$ cat config.mk
export PLATFORM = sky130hd
export DESIGN_NAME = jss_ratio
export DESIGN_NICKNAME = d
export VERILOG_FILES = /design/src/sv/jss_pkg.sv /design/src/sv/jss_ratio.sv
export SDC_FILE = /design/constraint.sdc
export NUM_CORES = 1
export LEC_CHECK = 0
export ABC_AREA = 0
export BUFFER_PORTS_ARGS = -buffer_cell sky130_fd_sc_hd__buf_4
export CAP_MARGIN = 20
export CORE_MARGIN = 4
export CORE_UTILIZATION = 30
export CTS_CLUSTER_DIAMETER = 80
export CTS_CLUSTER_SIZE = 40
export DETAILED_ROUTE_END_ITERATION = 10
export GPL_ROUTABILITY_DRIVEN = 0
export GPL_TIMING_DRIVEN = 0
export PLACE_DENSITY = 0.41
export SLEW_MARGIN = 20
export SYNTH_ARGS = -nofsm -noshare
export SYNTH_HDL_FRONTEND = slang
export SYNTH_SLANG_ARGS = --single-unit
$ cat constraint.sdc
create_clock -name clk -period 17.2 [get_ports clk]
set_input_delay 3.44 -clock clk [delete_from_list [all_inputs] [get_ports clk]]
set_output_delay 3.44 -clock clk [all_outputs]
set_load 0.05 [all_outputs]
$ cat src/sv/jss_pkg.sv
// Shared constants and widths for the shock sensor stencil core.
package jss_pkg;

  // Default build sizes.
  localparam int DEF_MAX_NX      = 64;
  localparam int DEF_MAX_NY      = 64;
  localparam int DEF_SAMPLE_BITS = 24;
  localparam int DEF_FRAC_BITS   = 16;

  // Register file layout.
  localparam int CFG_INDEX_BITS = 2;
  localparam int CFG_DATA_BITS  = 13;
  localparam logic [CFG_INDEX_BITS-1:0] CFG_DIMENSIONS = 2'd0;
  localparam logic [CFG_INDEX_BITS-1:0] CFG_SIZE_X     = 2'd1;
  localparam logic [CFG_INDEX_BITS-1:0] CFG_SIZE_Y     = 2'd2;
  localparam logic [CFG_INDEX_BITS-1:0] CFG_SIZE_Z     = 2'd3;

  // Register field widths and reset values.
  localparam int DIMS_BITS   = 2;
  localparam int SIZE_XY_BITS = 7;
  localparam int SIZE_Z_BITS = 13;
  localparam logic [DIMS_BITS-1:0]    DIMS_RESET   = 2'd1;
  localparam logic [SIZE_XY_BITS-1:0] SIZE_X_RESET = 7'd64;
  localparam logic [SIZE_XY_BITS-1:0] SIZE_Y_RESET = 7'd64;
  localparam logic [SIZE_Z_BITS-1:0]  SIZE_Z_RESET = 13'd64;

  // Plane count limits.
  localparam int MIN_SIZE   = 3;
  localparam int MAX_NZ     = 4096;
  localparam int PLANE_BITS = 12;

endpackage

$ cat src/sv/jss_ratio.sv
// Ratio unit: floor(2^F * sqrt(D / M)) by restoring division then bitwise square root.
module jss_ratio import jss_pkg::*; #(
  parameter int SAMPLE_BITS = DEF_SAMPLE_BITS,
  parameter int FRAC_BITS   = DEF_FRAC_BITS
) (
  input  logic                 clk,
  input  logic                 rst_n,
  input  logic                 start,
  input  logic [2*(SAMPLE_BITS+2)+1:0] dsum,
  input  logic [2*(SAMPLE_BITS+2)+1:0] msum,
  output logic                 done,
  output logic [FRAC_BITS:0]   sensor
);

  localparam int ACCW = 2 * (SAMPLE_BITS + 2) + 2;
  localparam int QW   = 2 * FRAC_BITS + 1;
  localparam int RTW  = FRAC_BITS + 1;
  localparam int CNTW = $clog2(QW + 1);

  typedef enum logic [1:0] {R_IDLE, R_DIV, R_SQRT} rstate_t;

  rstate_t           state_r;
  logic [CNTW-1:0]   cnt_r;
  logic [ACCW:0]     rem_r, rem_nxt;
  logic [ACCW-1:0]   div_r;
  logic [QW-1:0]     quo_r, quo_nxt;
  logic [RTW-1:0]    root_r, root_nxt;
  logic [FRAC_BITS:0] sensor_r;
  logic              done_r;
  logic [ACCW:0]     shifted;
  logic [RTW-1:0]    cand;
  logic [2*RTW-1:0]  cand_sq;

  // One quotient bit per cycle; the first step takes the integer bit.
  always_comb begin
    shifted = (cnt_r == '0) ? rem_r : {rem_r[ACCW-1:0], 1'b0};
    if (shifted >= {1'b0, div_r}) begin
      rem_nxt = shifted - {1'b0, div_r};
      quo_nxt = {quo_r[QW-2:0], 1'b1};
    end else begin
      rem_nxt = shifted;
      quo_nxt = {quo_r[QW-2:0], 1'b0};
    end
  end

  // One root bit per cycle, most significant first.
  always_comb begin
    cand    = root_r | (RTW'(1) << cnt_r);
    cand_sq = cand * cand;
    root_nxt = (cand_sq <= (2*RTW)'(quo_r)) ? cand : root_r;
  end

  always_ff @(posedge clk) begin
    if (!rst_n) begin
      state_r <= R_IDLE;
      done_r  <= 1'b0;
    end else begin
      unique case (state_r)
        R_IDLE: begin
          done_r <= start && (msum == '0);
          if (start) begin
            div_r <= msum;
            rem_r <= {1'b0, dsum};
            quo_r <= '0;
            cnt_r <= '0;
            if (msum == '0) begin
              sensor_r <= '0;
            end else begin
              state_r <= R_DIV;
            end
          end
        end
        R_DIV: begin
          done_r <= 1'b0;
          rem_r  <= rem_nxt;
          quo_r  <= quo_nxt;
          if (cnt_r == CNTW'(QW - 1)) begin
            cnt_r   <= CNTW'(FRAC_BITS);
            root_r  <= '0;
            state_r <= R_SQRT;
          end else begin
            cnt_r <= cnt_r + 1'b1;
          end
        end
        R_SQRT: begin
          root_r <= root_nxt;
          done_r <= (cnt_r == '0);
          if (cnt_r == '0) begin
            sensor_r <= root_nxt;
            state_r  <= R_IDLE;
          end else begin
            cnt_r <= cnt_r - 1'b1;
          end
        end
        default: begin
          done_r  <= 1'b0;
          state_r <= R_IDLE;
        end
      endcase
    end
  end

  assign done   = done_r;
  assign sensor = sensor_r;

endmodule

==> After elaboration in Yosys (flattened, before gate mapping) <==
Cells that the tools add are included.
{ "op_classes": {"addsub": 3, "multipliers": 1, "n_lt_le_gt_ge": 2, "n_eq_ne": 9, "shift": 1, "mux": 24, "bitwise": 1, "reduce_logical": 14} }
{ "op_table": {"columns": ["op", "n"], "rows": [
  ["$mux 55", 3],
  ["$pmux 55 s2", 1],
  ["$mux 17", 5],
  ["$pmux 17 s2", 2],
  ["$pmux 33 s2", 1],
  ["$ge 55x54->1", 1],
  ["$sub 55x54->55", 1],
  ["$logic_not 54->1", 1],
  ["$le 34x33->1", 1],
  ["$mul 17x17->34", 1],
  ["$mux 33", 1],
  ["$mux 6", 3],
  ["$pmux 6 s3", 1],
  ["$or 17x17->17", 1],
  ["$shl 1x6->17 const A", 1],
  ["$ne 2x2->1 const B", 6],
  ["$reduce_and 3->1", 3],
  ["$mux 2", 4],
  ["$reduce_and 4->1", 2],
  ["$add 6x1->6 const B", 1],
  ["$eq 6x6->1 const B", 1],
  ["$logic_not 6->1", 1],
  ["$pmux 2 s3", 1],
  ["$reduce_bool 2->1", 3],
  ["9 further kinds", 9]
]} }
{ "totals": {"reg_bits": 185, "input_bits": 111, "elab_cells": 63} }

==> Logic depth before layout (Yosys ltp) <==
{ "logic_depth": {"depth_word": 7, "depth_mapped": 42} }

==> Least setup slack after synthesis <==
No wires, ideal clock.
{ "synth_path": {"path_kind": "register to register", "start": "reg cnt_r[0]", "end": "reg root_r[0] (data pin)", "t_arrival_ns": 8.940, "slack_ns": 7.978, "path_stages_with_launch": 37, "period_less_slack_ns": 9.222, "cell_sequence": "edfxtp_1 inv_1 ha_1 buf_1 a31oi_1 clkinv_1 nand2_1 inv_1 fa_1 inv_1 fa_1 inv_1 fa_1 fa_1 fa_1 inv_1 fa_1 inv_1 ha_1 a21o_1 a21oi_1 o22ai_2 a221oi_4 o21ai_0 a21oi_1 nor2b_1 nor2_1 xnor2_1 ha_1 nand4_1 nor4_1 o31ai_1 o2111ai_1 a21oi_1 a41oi_1 clkbuf_1 o31ai_1"} }
{ "synth_via": {"elab_chain_len": 6} }
{ "synth_lines": {"columns": ["element", "line_no", "rtl"], "rows": [
  ["start, declared", "jss_ratio.sv:23", "logic [CNTW-1:0] cnt_r;"],
  ["start signal, assigned", "jss_ratio.sv:78", "cnt_r <= CNTW'(FRAC_BITS);"],
  ["start signal, assigned", "jss_ratio.sv:82", "cnt_r <= cnt_r + 1'b1;"],
  ["start signal, assigned", "jss_ratio.sv:92", "cnt_r <= cnt_r - 1'b1;"],
  ["$shl 1x6->17 (*)", "jss_ratio.sv:48", "cand = root_r | (RTW'(1) << cnt_r);"],
  ["$or 17x17->17 (*)", "jss_ratio.sv:48", null],
  ["$mul 17x17->34", "jss_ratio.sv:49", "cand_sq = cand * cand;"],
  ["$le 34x33->1", "jss_ratio.sv:50", "root_nxt = (cand_sq <= (2*RTW)'(quo_r)) ? cand : root_r;"],
  ["$mux 17 (*)", "jss_ratio.sv:50", null],
  ["$pmux 17 s2 (*)", "jss_ratio.sv:58", "unique case (state_r)"],
  ["end signal, assigned", "jss_ratio.sv:86", "root_r <= root_nxt;"],
  ["end, declared", "jss_ratio.sv:27", "logic [RTW-1:0] root_r, root_nxt;"]
]} }
Mark *: on every way between the ends. The rest lies on a longest branch, timed or not.
A chain may end at the register's enable or synchronous reset.

==> Worst setup path in the final report <==
{ "layout_path": {"start": "reg cnt_r[4]", "end": "reg root_r[0] (data pin)"} }
Same word-level chain as after synthesis.

==> flow_summary.yaml <==
outcome:
  status: "complete, no violations"
synthesis:
  ys_seq_area_frac: 0.268
  ys_ff_latch: 185
  synth-edff-count: 182
  synth.net_count: 2819
  synth_area_per_cell_um2: 8.91
  synthArstFlopShare: 0
  syn-instance-count: 2312
  yosysWarnings: 0
  netlist-cell-type-count: 80
  synth_ff_type: "edfxtp_1"
  synth_area_mm2: 0.0206
routing:
  ant_nets: 0
  drc: 0
  dr_total_vias: 16800
  wl_um: 65400
  drtPass1Iterations: 5
  vias_per_cell: 5.00
  wl_per_cell_um: 19.5
  drt-initial-drc-count: 1053
critical_path:
  startpoint_type: "flop"
  required_ns: 17.38
  crit_top_cell: "fa_1"
  cp.arrival_ns: 12.26
  crit_path_end_kind: "flop"
  critPathKind: "flop to flop"
  critPathMaxFanout: 10
  critPathSlowestCell: "clkbuf_1"
  cpPeakStageDelay_ns: 0.68
  ff2ff_path_depth: 37
timing:
  tightestPinTransition_ns: 1.12
  maxSlewHeadroom: 0.247
  final_hold_viol_count: 0
  rsz0062_at_grt: "no"
  min_period_ns: 12.07
  setup-tns-final_ns: 0
  setup_viol: 0
  fmax_ghz: 0.0828
  slew_violations: 0
  finalCritPeriodShare: 0.702
  clock_skew_ns: 0.0187
die:
  dieHeight_um: 270
  fp.dieW_um: 270
  num_io_pins: 129
  start_util: 0.305
  core_area_mm2: 0.0676
  rows: 95
  die-area_mm2: 0.0729
global_routing:
  overflow: 0
  grtUsageTotal: 0.179
  grt_pass1_wl_um: 101000
  grt_pass1_vias: 17400
  grt_max_degree: 31
  antenna_found_initial: 1
final_layout:
  layout_commonest_cell: "nand2_1"
  layout-drive-gt1-share: 0.0895
  antennaDiodeCount: 0
  fill_cells: 7090
  nets: 2975
  layout_common_cells: "nand2_1 (390), inv_1 (377), nor2_1 (209)"
  area_growth_pct: 13.9
cts:
  clkSinkCount: 185
  cts_setup_buffers: 0
  cts_tree: "built"
  cts_root_buffer: "clkbuf_16"
  cts_buffer_depth: 2
  clk_latency_ns: 0.48
  clk_pin_slew_ns: 0.08
  htreeDepth: 4
  cts_resized: 0
  postCtsHoldBufs: 0
  numCtsBuffers: 17
job:
  maxCapViolCount: 0
hold_path:
  worstHoldPathCells: 2
  min_path_type: "flop to flop"
placed_design:
  port_buffers: 128
  post-dp-hpwl_um: 53600
## logic make-up after synthesis
| group | after synthesis | synth area share |
|---|---|---|
| AND/OR/NAND/NOR | 756 | 0.157 |
| buffers and inverters | 467 | 0.0865 |
| AO/OA/AOI/OAI | 413 | 0.137 |
| adder cells (fa/ha/maj) | 396 | 0.311 |
| flip-flops | 185 | 0.268 |
| XOR/XNOR | 83 | 0.0353 |
| multiplexers | 12 | 0.00595 |
## synthesized netlist by cell type, drive strengths merged (7+ instances only)
library cell  count  area [um2]
a21o             59         443
o21ai            58         290
clkinv           11        41.3
o21bai            8        60.1
xnor2            57         499
a211o             8        70.1
o221ai            7        61.3
nor3             12        60.1
o21a             11        82.6
a21oi           118         591
mux2i            10         100
nor4             18         113
edfxtp          182        5470
nand3            28         140
nand4            18         113
or3               8        50.1
ha              203        2540
nand2           392        1500
a211oi            9        67.6
a31oi            51         319
nand2b           14        87.6
fa              193        3860
clkbuf           60         225
o41ai            19         234
and3             12        75.1
xor2             26         228
nor2            210         788
nor2b            18         113
inv             378        1420
and2              9        60.1
buf              18        96.3
## registers in the layout, summed over array words and instances (netlist names)
name     flops
rem_r       55
done         1
div_r       54
quo_r       33
sensor      17
cnt_r        6
root_r      17
state_r      2
## final timing paths
| kind | from | end | slack (ns) |
|---|---|---|---|
| max reg2reg | cnt_r[4] | root_r[0] | 5.13 |
| min reg2reg | quo_r[23] | quo_r[24] | 0.55 |
| min | quo_r[23] | quo_r[24] | 0.55 |
| max | cnt_r[4] | root_r[0] | 5.13 |
## worst max-delay path, delay by kind of cell (launching register included)
family	cells	cell delay (ns)
compound gates	11	2.81
buf+inv	9	2.76
simple gates	8	2.56
xor+xnor	1	0.11
flops	1	0.36
fa+ha+maj	8	3.17
## through the flow
stage	hold slack [ns]	worst slack (ns)	instances	area, um2	util
2_1_floorplan	0.520	7.98	2312	20600	-
3_3_place_gp	0.541	4.61	3313	22700	0.335
3_5_place_dp	0.545	5.15	3322	22900	0.338
4_1_cts	0.562	5.07	3354	23400	0.347
5_1_grt	0.579	4.25	3354	23500	0.347
6_report	0.548	5.13	3354	23500	0.347
## metal layers
layer / GRT usage / part of all wire
met1: 0.261 / 0.49
met3: 0.0225 / 0.036
met2: 0.289 / 0.46
met4: 0.0317 / 0.012
met5: 0 / 0
## final cells by class
type / count / area [um2] / area share
flip-flops and latches: 185 / 5530 / 0.236
multi-input cells: 1660 / 13400 / 0.570
inverters: 389 / 1460 / 0.0622
plain buffers: 78 / 322 / 0.0137
clock buffers: 18 / 429 / 0.0183
clock inverters: 14 / 139 / 0.00592
repair buffers: 137 / 1130 / 0.0481
well taps: 873 / 1090 / 0.0466
Power is left out: the tool's default activity adds up to more than one toggle a clock period on the data nets, which glitch-free logic cannot reach.
